`src/rtl/assert_macros.svh`:
```
// Assertion macros shared by the RTL of the longest-queue arbiter.
// Depends on nothing; the files that assert include it by name.
`ifndef ASSERT_MACROS_SVH
`define ASSERT_MACROS_SVH
`ifndef NO_ASSERTIONS
// A condition that must hold at every clock edge out of reset.
`define ASSERT_ALWAYS(label, clk, rst_n, expr) \
  label: assert property (@(posedge clk) disable iff (!rst_n) (expr)) \
    else $error("assertion failed: condition does not hold");
// An antecedent that implies a consequent at the same edge.
`define ASSERT_IMPLIES(label, clk, rst_n, ante, cons) \
  label: assert property (@(posedge clk) disable iff (!rst_n) (ante) |-> (cons)) \
    else $error("assertion failed: implication does not hold");
// An antecedent that implies a consequent at the next edge.
`define ASSERT_NEXT(label, clk, rst_n, ante, cons) \
  label: assert property (@(posedge clk) disable iff (!rst_n) (ante) |=> (cons)) \
    else $error("assertion failed: next-cycle implication does not hold");
`else
`define ASSERT_ALWAYS(label, clk, rst_n, expr)
`define ASSERT_IMPLIES(label, clk, rst_n, ante, cons)
`define ASSERT_NEXT(label, clk, rst_n, ante, cons)
`endif
`endif

```
`src/rtl/lqa_pkg.sv`:
```
// Shared types and constants of the longest-queue arbiter.
// Used by lqa_queues and the top level; depends on nothing.
package lqa_pkg;

  localparam int NUM_Q       = 4;
  localparam int QUEUE_DEPTH = 16;
  localparam int ID_BITS     = 16;
  localparam int LIMIT_RESET = 10;

  localparam int SEC_W   = $clog2(NUM_Q);
  localparam int SLOT_W  = $clog2(QUEUE_DEPTH);
  localparam int CNT_W   = $clog2(QUEUE_DEPTH + 1);
  localparam int TOTAL_W = $clog2(NUM_Q * QUEUE_DEPTH + 1);
  localparam int ADDR_W  = $clog2(NUM_Q * QUEUE_DEPTH);
  localparam int LIMIT_W = 4;

  // Request kinds on the input tuser.
  typedef enum logic {
    ACT_ARRIVE = 1'b0,
    ACT_SERVE  = 1'b1
  } action_e;

  // Result codes on the output tuser.
  typedef enum logic [2:0] {
    ST_QUEUED   = 3'd0,
    ST_REJECT   = 3'd1,
    ST_OVERLOAD = 3'd2,
    ST_SERVED   = 3'd3,
    ST_IDLE     = 3'd4,
    ST_CLEARED  = 3'd5,
    ST_FULL     = 3'd6
  } status_e;

  // Configuration register indexes.
  typedef enum logic {
    REG_OVERLOAD_LIMIT = 1'b0,
    REG_UNUSED         = 1'b1
  } reg_idx_e;

  // One stored queue entry.
  typedef struct packed {
    logic [ID_BITS-1:0] id;
    logic               is_long;
  } entry_t;

  // Push/pop command from the control logic to the queue bank.
  typedef struct packed {
    logic             push;
    logic             pop;
    logic [SEC_W-1:0] sec;
    entry_t           entry;
  } q_cmd_t;

  // Occupancy view of the queue bank.
  typedef struct packed {
    logic [TOTAL_W-1:0] total;
    logic               full;
    logic [SEC_W-1:0]   best;
  } q_stat_t;

endpackage

```
`src/rtl/lqa_queues.sv`:
```
// Bank of four circular FIFOs in one shared store, with per-queue head and count.
// Depends on lqa_pkg and assert_macros.svh.
`include "assert_macros.svh"

module lqa_queues
  import lqa_pkg::*;
(
  input  logic    clk_i,
  input  logic    rst_ni,
  input  q_cmd_t  cmd_i,
  output q_stat_t stat_o,
  output entry_t  rd_entry_o
);

  localparam int SUM_W = CNT_W + 1;

  logic [SLOT_W-1:0] heads_q [NUM_Q];
  logic [SLOT_W-1:0] heads_d [NUM_Q];
  logic [CNT_W-1:0]  cnt_q   [NUM_Q];
  logic [CNT_W-1:0]  cnt_d   [NUM_Q];
  logic [SLOT_W-1:0] tail_slot [NUM_Q];
  logic [SLOT_W-1:0] head_next [NUM_Q];
  logic [NUM_Q-1:0]  full_vec;

  logic [SEC_W-1:0]   best;
  logic [TOTAL_W-1:0] total;
  logic [ADDR_W-1:0]  wr_addr;
  logic [ADDR_W-1:0]  rd_addr;

  entry_t store_mem [NUM_Q*QUEUE_DEPTH];
  entry_t rd_entry_q;

  // Per-queue tail slot, advanced head and full flag.
  for (genvar q = 0; q < NUM_Q; q++) begin : g_lane
    logic [SUM_W-1:0] tail_sum;
    assign tail_sum = SUM_W'(heads_q[q]) + SUM_W'(cnt_q[q]);
    assign tail_slot[q] = (tail_sum >= SUM_W'(QUEUE_DEPTH)) ?
                          SLOT_W'(tail_sum - SUM_W'(QUEUE_DEPTH)) : SLOT_W'(tail_sum);
    assign head_next[q] = (heads_q[q] == SLOT_W'(QUEUE_DEPTH - 1)) ?
                          '0 : heads_q[q] + SLOT_W'(1);
    assign full_vec[q]  = (cnt_q[q] == CNT_W'(QUEUE_DEPTH));
  end

  // Longest queue, ties to the lowest index, and the total occupancy.
  always_comb begin
    best  = '0;
    total = '0;
    for (int q = 0; q < NUM_Q; q++) begin
      total = total + TOTAL_W'(cnt_q[q]);
    end
    for (int q = 1; q < NUM_Q; q++) begin
      if (cnt_q[q] > cnt_q[best]) begin
        best = SEC_W'(q);
      end
    end
  end

  assign wr_addr = ADDR_W'(cmd_i.sec) * ADDR_W'(QUEUE_DEPTH) + ADDR_W'(tail_slot[cmd_i.sec]);
  assign rd_addr = ADDR_W'(best) * ADDR_W'(QUEUE_DEPTH) + ADDR_W'(heads_q[best]);

  // Next head and count of every queue.
  always_comb begin
    for (int q = 0; q < NUM_Q; q++) begin
      heads_d[q] = heads_q[q];
      cnt_d[q]   = cnt_q[q];
      if (cmd_i.push && (cmd_i.sec == SEC_W'(q))) begin
        cnt_d[q] = cnt_q[q] + CNT_W'(1);
      end
      if (cmd_i.pop && (best == SEC_W'(q))) begin
        heads_d[q] = head_next[q];
        cnt_d[q]   = cnt_q[q] - CNT_W'(1);
      end
    end
  end

  always_ff @(posedge clk_i or negedge rst_ni) begin
    if (!rst_ni) begin
      for (int q = 0; q < NUM_Q; q++) begin
        heads_q[q] <= '0;
        cnt_q[q]   <= '0;
      end
    end else begin
      heads_q <= heads_d;
      cnt_q   <= cnt_d;
    end
  end

  // Shared entry store: one write port for arrivals, one registered read for serves.
  always_ff @(posedge clk_i) begin
    if (cmd_i.push) begin
      store_mem[wr_addr] <= cmd_i.entry;
    end
    if (cmd_i.pop) begin
      rd_entry_q <= store_mem[rd_addr];
    end
  end

  assign stat_o.total = total;
  assign stat_o.full  = full_vec[cmd_i.sec];
  assign stat_o.best  = best;
  assign rd_entry_o   = rd_entry_q;

  `ASSERT_IMPLIES(a_pop_not_empty, clk_i, rst_ni, cmd_i.pop, total != '0)
  `ASSERT_IMPLIES(a_push_not_full, clk_i, rst_ni, cmd_i.push, !full_vec[cmd_i.sec])
  `ASSERT_NEXT(a_push_grows_total, clk_i, rst_ni, cmd_i.push && !cmd_i.pop,
               total == $past(total) + TOTAL_W'(1))

endmodule

```
`src/rtl/longest_queue_arbiter_with_drain_unit.sv`:
```
// Top level of the longest-queue-first arbiter with overload drain.
// Depends on lqa_pkg, lqa_queues and assert_macros.svh.
//
// Requests arrive on the s_axis channel: tuser carries the kind (arrival or
// serve), tdata the section and length class of an arrival. Every request
// gives exactly one result on the m_axis channel: tuser carries the status,
// tdata the item id, the served section and class, the drain flag and the
// total number of queued items after the request.
// A request is decided in the cycle it is accepted, from the queue counters,
// and its result is registered; the id of a served item comes out of the
// shared store's registered read port at the same edge. One request is
// accepted every cycle while the output is taken. When the receiver stalls,
// the result register holds and s_axis_tready falls until the result is
// taken; a result is replaced in the cycle it leaves. After reset all queues
// are empty, drain is off, the next id is 0 and the overload limit is 10; no
// clearing pass is needed.
// The APB port holds the overload limit at byte address 0.
`include "assert_macros.svh"

module longest_queue_arbiter_with_drain_unit
  import lqa_pkg::*;
(
  input  logic        clk_i,
  input  logic        rst_ni,
  // Request channel
  input  logic        s_axis_tvalid,
  output logic        s_axis_tready,
  input  logic [7:0]  s_axis_tdata,   // [1:0] section, [2] is_long, [7:3] zero
  input  logic [0:0]  s_axis_tuser,   // [0] action
  // Result channel
  output logic        m_axis_tvalid,
  input  logic        m_axis_tready,
  // [15:0] item_id, [17:16] served_section, [18] served_long, [19] draining,
  // [26:20] total_waiting, [31:27] zero
  output logic [31:0] m_axis_tdata,
  output logic [2:0]  m_axis_tuser,   // [2:0] status
  // Configuration port
  input  logic        psel,
  input  logic        penable,
  input  logic        pwrite,
  input  logic [2:0]  paddr,
  input  logic [31:0] pwdata,
  output logic [31:0] prdata,
  output logic        pready
);

  logic               out_valid_q;
  status_e            status_q, status_d;
  logic [ID_BITS-1:0] qid_q, qid_d;
  logic [SEC_W-1:0]   sec_q;
  logic               drain_q, drain_d;
  logic [ID_BITS-1:0] next_id_q, next_id_d;
  logic [LIMIT_W-1:0] limit_q;

  logic       in_accept;
  action_e    action;
  q_cmd_t     cmd;
  q_stat_t    stat;
  entry_t     rd_entry;
  reg_idx_e   reg_idx;
  logic       served;

  assign pready  = 1'b1;
  assign reg_idx = reg_idx_e'(paddr[2]);

  // Limit register write and read back.
  always_ff @(posedge clk_i or negedge rst_ni) begin
    if (!rst_ni) begin
      limit_q <= LIMIT_W'(LIMIT_RESET);
    end else if (psel && penable && pwrite && pready && (reg_idx == REG_OVERLOAD_LIMIT)) begin
      limit_q <= pwdata[LIMIT_W-1:0];
    end
  end

  always_comb begin
    case (reg_idx)
      REG_OVERLOAD_LIMIT: prdata = 32'(limit_q);
      default:            prdata = '0;
    endcase
  end

  // Accept a new request whenever the result register is free or being emptied.
  assign s_axis_tready = !out_valid_q || m_axis_tready;
  assign in_accept     = s_axis_tvalid && s_axis_tready;
  assign action        = action_e'(s_axis_tuser[0]);

  lqa_queues u_queues (
    .clk_i      (clk_i),
    .rst_ni     (rst_ni),
    .cmd_i      (cmd),
    .stat_o     (stat),
    .rd_entry_o (rd_entry)
  );

  // Request decision: admission, drain control and serve.
  always_comb begin
    cmd.push          = 1'b0;
    cmd.pop           = 1'b0;
    cmd.sec           = s_axis_tdata[SEC_W-1:0];
    cmd.entry.id      = next_id_q;
    cmd.entry.is_long = s_axis_tdata[2];
    status_d          = ST_IDLE;
    qid_d             = '0;
    drain_d           = drain_q;
    next_id_d         = next_id_q;
    case (action)
      ACT_ARRIVE: begin
        if (drain_q) begin
          status_d = ST_REJECT;
        end else if (stat.total > TOTAL_W'(limit_q)) begin
          status_d = ST_OVERLOAD;
          drain_d  = 1'b1;
        end else if (stat.full) begin
          status_d = ST_FULL;
        end else begin
          status_d  = ST_QUEUED;
          cmd.push  = in_accept;
          qid_d     = next_id_q;
          next_id_d = next_id_q + ID_BITS'(1);
        end
      end
      ACT_SERVE: begin
        if (stat.total == '0) begin
          status_d = drain_q ? ST_CLEARED : ST_IDLE;
          drain_d  = 1'b0;
        end else begin
          status_d = ST_SERVED;
          cmd.pop  = in_accept;
        end
      end
      default: begin
        status_d = ST_IDLE;
      end
    endcase
  end

  // Control state and the result register.
  always_ff @(posedge clk_i or negedge rst_ni) begin
    if (!rst_ni) begin
      out_valid_q <= 1'b0;
      drain_q     <= 1'b0;
      next_id_q   <= '0;
    end else begin
      if (in_accept) begin
        out_valid_q <= 1'b1;
        drain_q     <= drain_d;
        next_id_q   <= next_id_d;
      end else if (m_axis_tready) begin
        out_valid_q <= 1'b0;
      end
    end
  end

  always_ff @(posedge clk_i) begin
    if (in_accept) begin
      status_q <= status_d;
      qid_q    <= qid_d;
      sec_q    <= stat.best;
    end
  end

  // Result fields; the served entry comes straight from the store's read register.
  assign served        = (status_q == ST_SERVED);
  assign m_axis_tvalid = out_valid_q;
  assign m_axis_tuser  = status_q;
  assign m_axis_tdata  = {5'b0,
                          7'(stat.total),
                          drain_q,
                          served ? rd_entry.is_long : 1'b0,
                          served ? sec_q : SEC_W'(0),
                          served ? 16'(rd_entry.id) : 16'(qid_q)};

  `ASSERT_IMPLIES(a_cleared_means_empty, clk_i, rst_ni,
                  out_valid_q && (status_q == ST_CLEARED), !drain_q && (stat.total == '0))
  `ASSERT_IMPLIES(a_overload_sets_drain, clk_i, rst_ni,
                  out_valid_q && (status_q == ST_OVERLOAD), drain_q)
  `ASSERT_NEXT(a_queued_takes_id, clk_i, rst_ni, in_accept && cmd.push,
               next_id_q == $past(next_id_q) + ID_BITS'(1))

endmodule

```
`config.mk`:
```
export PLATFORM = sky130hd
export DESIGN_NAME = longest_queue_arbiter_with_drain_unit
export DESIGN_NICKNAME = d
export VERILOG_FILES = /design/src/rtl/lqa_pkg.sv /design/src/rtl/lqa_queues.sv /design/src/rtl/longest_queue_arbiter_with_drain_unit.sv
export VERILOG_INCLUDE_DIRS = /design/src /design/src/rtl
export SDC_FILE = /design/constraint.sdc
export NUM_CORES = 2
export LEC_CHECK = 0
export BUFFER_PORTS_ARGS = -buffer_cell sky130_fd_sc_hd__buf_2
export CORE_MARGIN = 8
export CORE_UTILIZATION = 60
export CTS_CLUSTER_DIAMETER = 100
export DETAILED_ROUTE_END_ITERATION = 12
export HOLD_SLACK_MARGIN = 0.03
export PLACE_DENSITY_LB_ADDON = 0.2
export SYNTH_ARGS = -nofsm -noshare
export SYNTH_HDL_FRONTEND = slang
export SYNTH_SLANG_ARGS = --single-unit
export TNS_END_PERCENT = 20
```
`constraint.sdc`:
```
create_clock -name clk_i -period 13.6 [get_ports clk_i]
set_input_delay 0 -clock clk_i [delete_from_list [all_inputs] [get_ports clk_i]]
set_output_delay 0 -clock clk_i [all_outputs]
set_load 0.05 [all_outputs]
```
==> out/results.tsv <==
stage	metric	value	unit
grt	grt_pass1_vias	31324	
job	drv_cap	0	
worst_hold_path	hp-class	in2reg	
worst_setup_path	r2r-end	u_queues.rd_entry_o[14]	
worst_setup_path	path_delay_family	compound AO/OA/AOI/OAI gates	
worst_hold_path	hold_start	s_axis_tuser	
worst_hold_path	min_to	drain_q	
clocking	htreeDepth	3	
worst_setup_path	crit_type	reg2reg	
yosys	synth_edf_count	1126	
clocking	cts_root_buf	clkbuf_16	
final_layout	regArea	35300	sq um
placed_design	gp_congestion	0.876	
final_layout	final_nets	3869	
routing	via_count	31612	
routing	drc	0	
final_layout	num-fill-cells	5613	
placed_design	hpwlAfterDp	76.4	mm
sta	fmax	101	MHz
yosys	syn_area	49800	sq um
worst_setup_path	slowest_delay	850	ps
yosys	async_flop_share	4.90	%
sta	finalMaxSlewViolations	0	
clocking	cts_tree	done	
yosys	synth_cells	3654	
yosys	synth_ff_type	edfxtp_1	
sta	setup_tns	0	ps
grt	grt_max_degree	170	
yosys	ys_types	75	
sta	hold_viol	0	
routing	antenna_left	0	
placed_design	io_buffers	51	
final_layout	most-common-layout-cells	edfxtp_1 (1126), nand2_1 (716), nand3_1 (365), mux2i_1 (189), a21oi_1 (176)	
worst_setup_path	endpoint_kind	flop	
clocking	clkLatencyLatePin	700	ps
floorplanning	initial_core_util	60.6	%
worst_setup_path	r2r_slack	3740	ps
routing	wl_per_cell	26.7	um
floorplanning	io_pins	121	
floorplanning	coreArea	82100	sq um
clocking	cts.path.max_buffers	3	
yosys	ys_seq_area_share	70.9	%
worst_setup_path	cp.buffers_inverters	4	
run_status	outcome	finished clean	
floorplanning	die_h	304	um
routing	via_per_inst	6.43	
sta	rsz0062_at_grt	false	
sta	fin_crit_sh	72.5	%
worst_setup_path	critPathArrivalTime	10430	ps
yosys	ys_top_cells_by_area	edfxtp_1 (68%), nand2_1 (5.4%), mux2i_1 (3.8%)	
clocking	clk_pin_slew	60	ps
worst_setup_path	crit_path_start_kind	flop	
final_layout	multi_input_area	13200	sq um
worst_setup_path	r2r_start	u_queues.cnt_q[16]	
yosys	yosys.area.top_type	edfxtp_1	
floorplanning	die-area	92400	sq um
worst_setup_path	rr_worst_depth	27	
yosys	yosys_warnings	0	
worst_setup_path	slowest_stage	a21oi_2	
worst_hold_path	holdPathStages	4	
clocking	cts_resized	0	
grt	grt-ovfl-total	0	
grt	grt_pass1_wl	194	mm
sta	final.min_clock_period	9860	ps
final_layout	antenna_cells	0	
sta	holdWs	225	ps
routing	drt-initial-drc-count	4482	
yosys	synth-seq-cells	1184	
final_layout	area_growth	10.7	%
clocking	numCtsBuffers	116	
clocking	cts_sinks	1184	
routing	first_pass_iters	6	
sta	relSlewSlack	13.6	%
grt	grt_usage	27.6	%
worst_setup_path	critPathMaxFanout	52	
sta	tightest_slew	1300	ps
sta	setup_viol	0	
worst_setup_path	cp_data_required_time	14170	ps
final_layout	final_common_cell	edfxtp_1	
floorplanning	num_rows	105	
grt	antenna_found_initial	4	
final_layout	drive_above_1_share	11.3	%
routing	wl	131	mm
yosys	synth_top_area_share	67.9	%
sta	skew	23.8	ps
floorplanning	fp.dieW	304	um
yosys	syn_area_per_cell	13.6	sq um
## per-layer routing
metal  track usage, %  wire length [um]  vias up
met4             13.0              6520        0
met1             36.9             49400    15715
met3             5.04             13500      334
met5                0                 0        -
met2             44.2             61700     1821
li1                 -                 -    13742
## final cells by class
cell class	instances	area share (%)
tap	1070	2.43
sequential	1184	64.0
clock inverter	80	1.40
multi-input combinational	2203	23.9
inverter	53	0.361
clock buffer	139	5.44
timing repair buffer	187	2.44
## state kept, by name, indices dropped and copies added (netlist names), 2 cells and up
name and count:
limit_q 4, m_axis_tuser 3, next_id_q 16, qid_q 16, sec_q 2, u_queues.cnt_q 20
u_queues.heads_q 16, u_queues.rd_entry_o 17, u_queues.store_mem 1088
## per-stage QoR
stage | std cells | util, % | setup slack, ps | instance area, sq um
6_report | 4916 | 67.1 | 3740 | 55100
5_1_grt | 4916 | 67.1 | 3320 | 55100
4_1_cts | 4916 | 67.1 | 4000 | 55100
3_5_place_dp | 4679 | 62.3 | 4050 | 51100
3_3_place_gp | 4679 | 62.3 | 4240 | 51100
2_1_floorplan | 3686 | - | 7230 | 49900
## synthesized netlist by cell type (5+ instances only)
cell type,count
buf_1,16
nand2b_1,11
nand4_1,73
clkbuf_1,97
fa_1,15
dfrtp_1,56
nor3_1,12
a22oi_1,67
mux2i_1,189
buf_6,15
o21ai_0,54
a21oi_2,12
o21ai_1,15
mux2_2,24
a32oi_1,33
a211o_1,17
xnor2_1,38
o211ai_1,5
a2111oi_0,17
a31oi_1,5
a21oi_1,177
buf_4,64
nor2b_1,9
nand2_1,716
inv_1,52
nand3_1,365
ha_1,58
nor2_1,96
edfxtp_1,1126
and2_1,19
a221oi_1,33
buf_2,53
xor2_1,16
a21o_1,18
and3_1,7
## logic make-up after synthesis
group                    synth area share [%]
other                                  0.0151
flip-flops                               70.9
adder cells (fa/ha/maj)                  2.06
multiplexers                             4.48
XOR/XNOR                                0.950
AO/OA/AOI/OAI                            6.56
buffers and inverters                    3.10
AND/OR/NAND/NOR                          12.0
## timing repair
item	4_1_cts	5_1_grt
setup buffers	0	0
endpoints found under the hold margin	100	0
hold buffers	18	0
## worst max-delay path by stage
stage	start	end	slack, ps	cells past startpoint
final	u_queues.cnt_q[16]	u_queues.rd_entry_o[14]	3740	27
after global routing	u_queues.cnt_q[16]	u_queues.rd_entry_o[14]	3320	27
after CTS	u_queues.cnt_q[16]	u_queues.rd_entry_o[14]	4000	27
after detailed placement	u_queues.cnt_q[16]	u_queues.rd_entry_o[14]	4050	27
after global placement	u_queues.cnt_q[16]	u_queues.rd_entry_o[0]	4240	28
after floorplan	u_queues.cnt_q[16]	u_queues.rd_entry_o[15]	7230	30
## worst min-delay path: stages
cell	delay, ps
dlygate4sd3_1	520
buf_2	120
a31oi_1	60
a21o_1	170
Power is left out: the tool's default activity adds up to more than one toggle a clock period on the data nets, which glitch-free logic cannot reach.
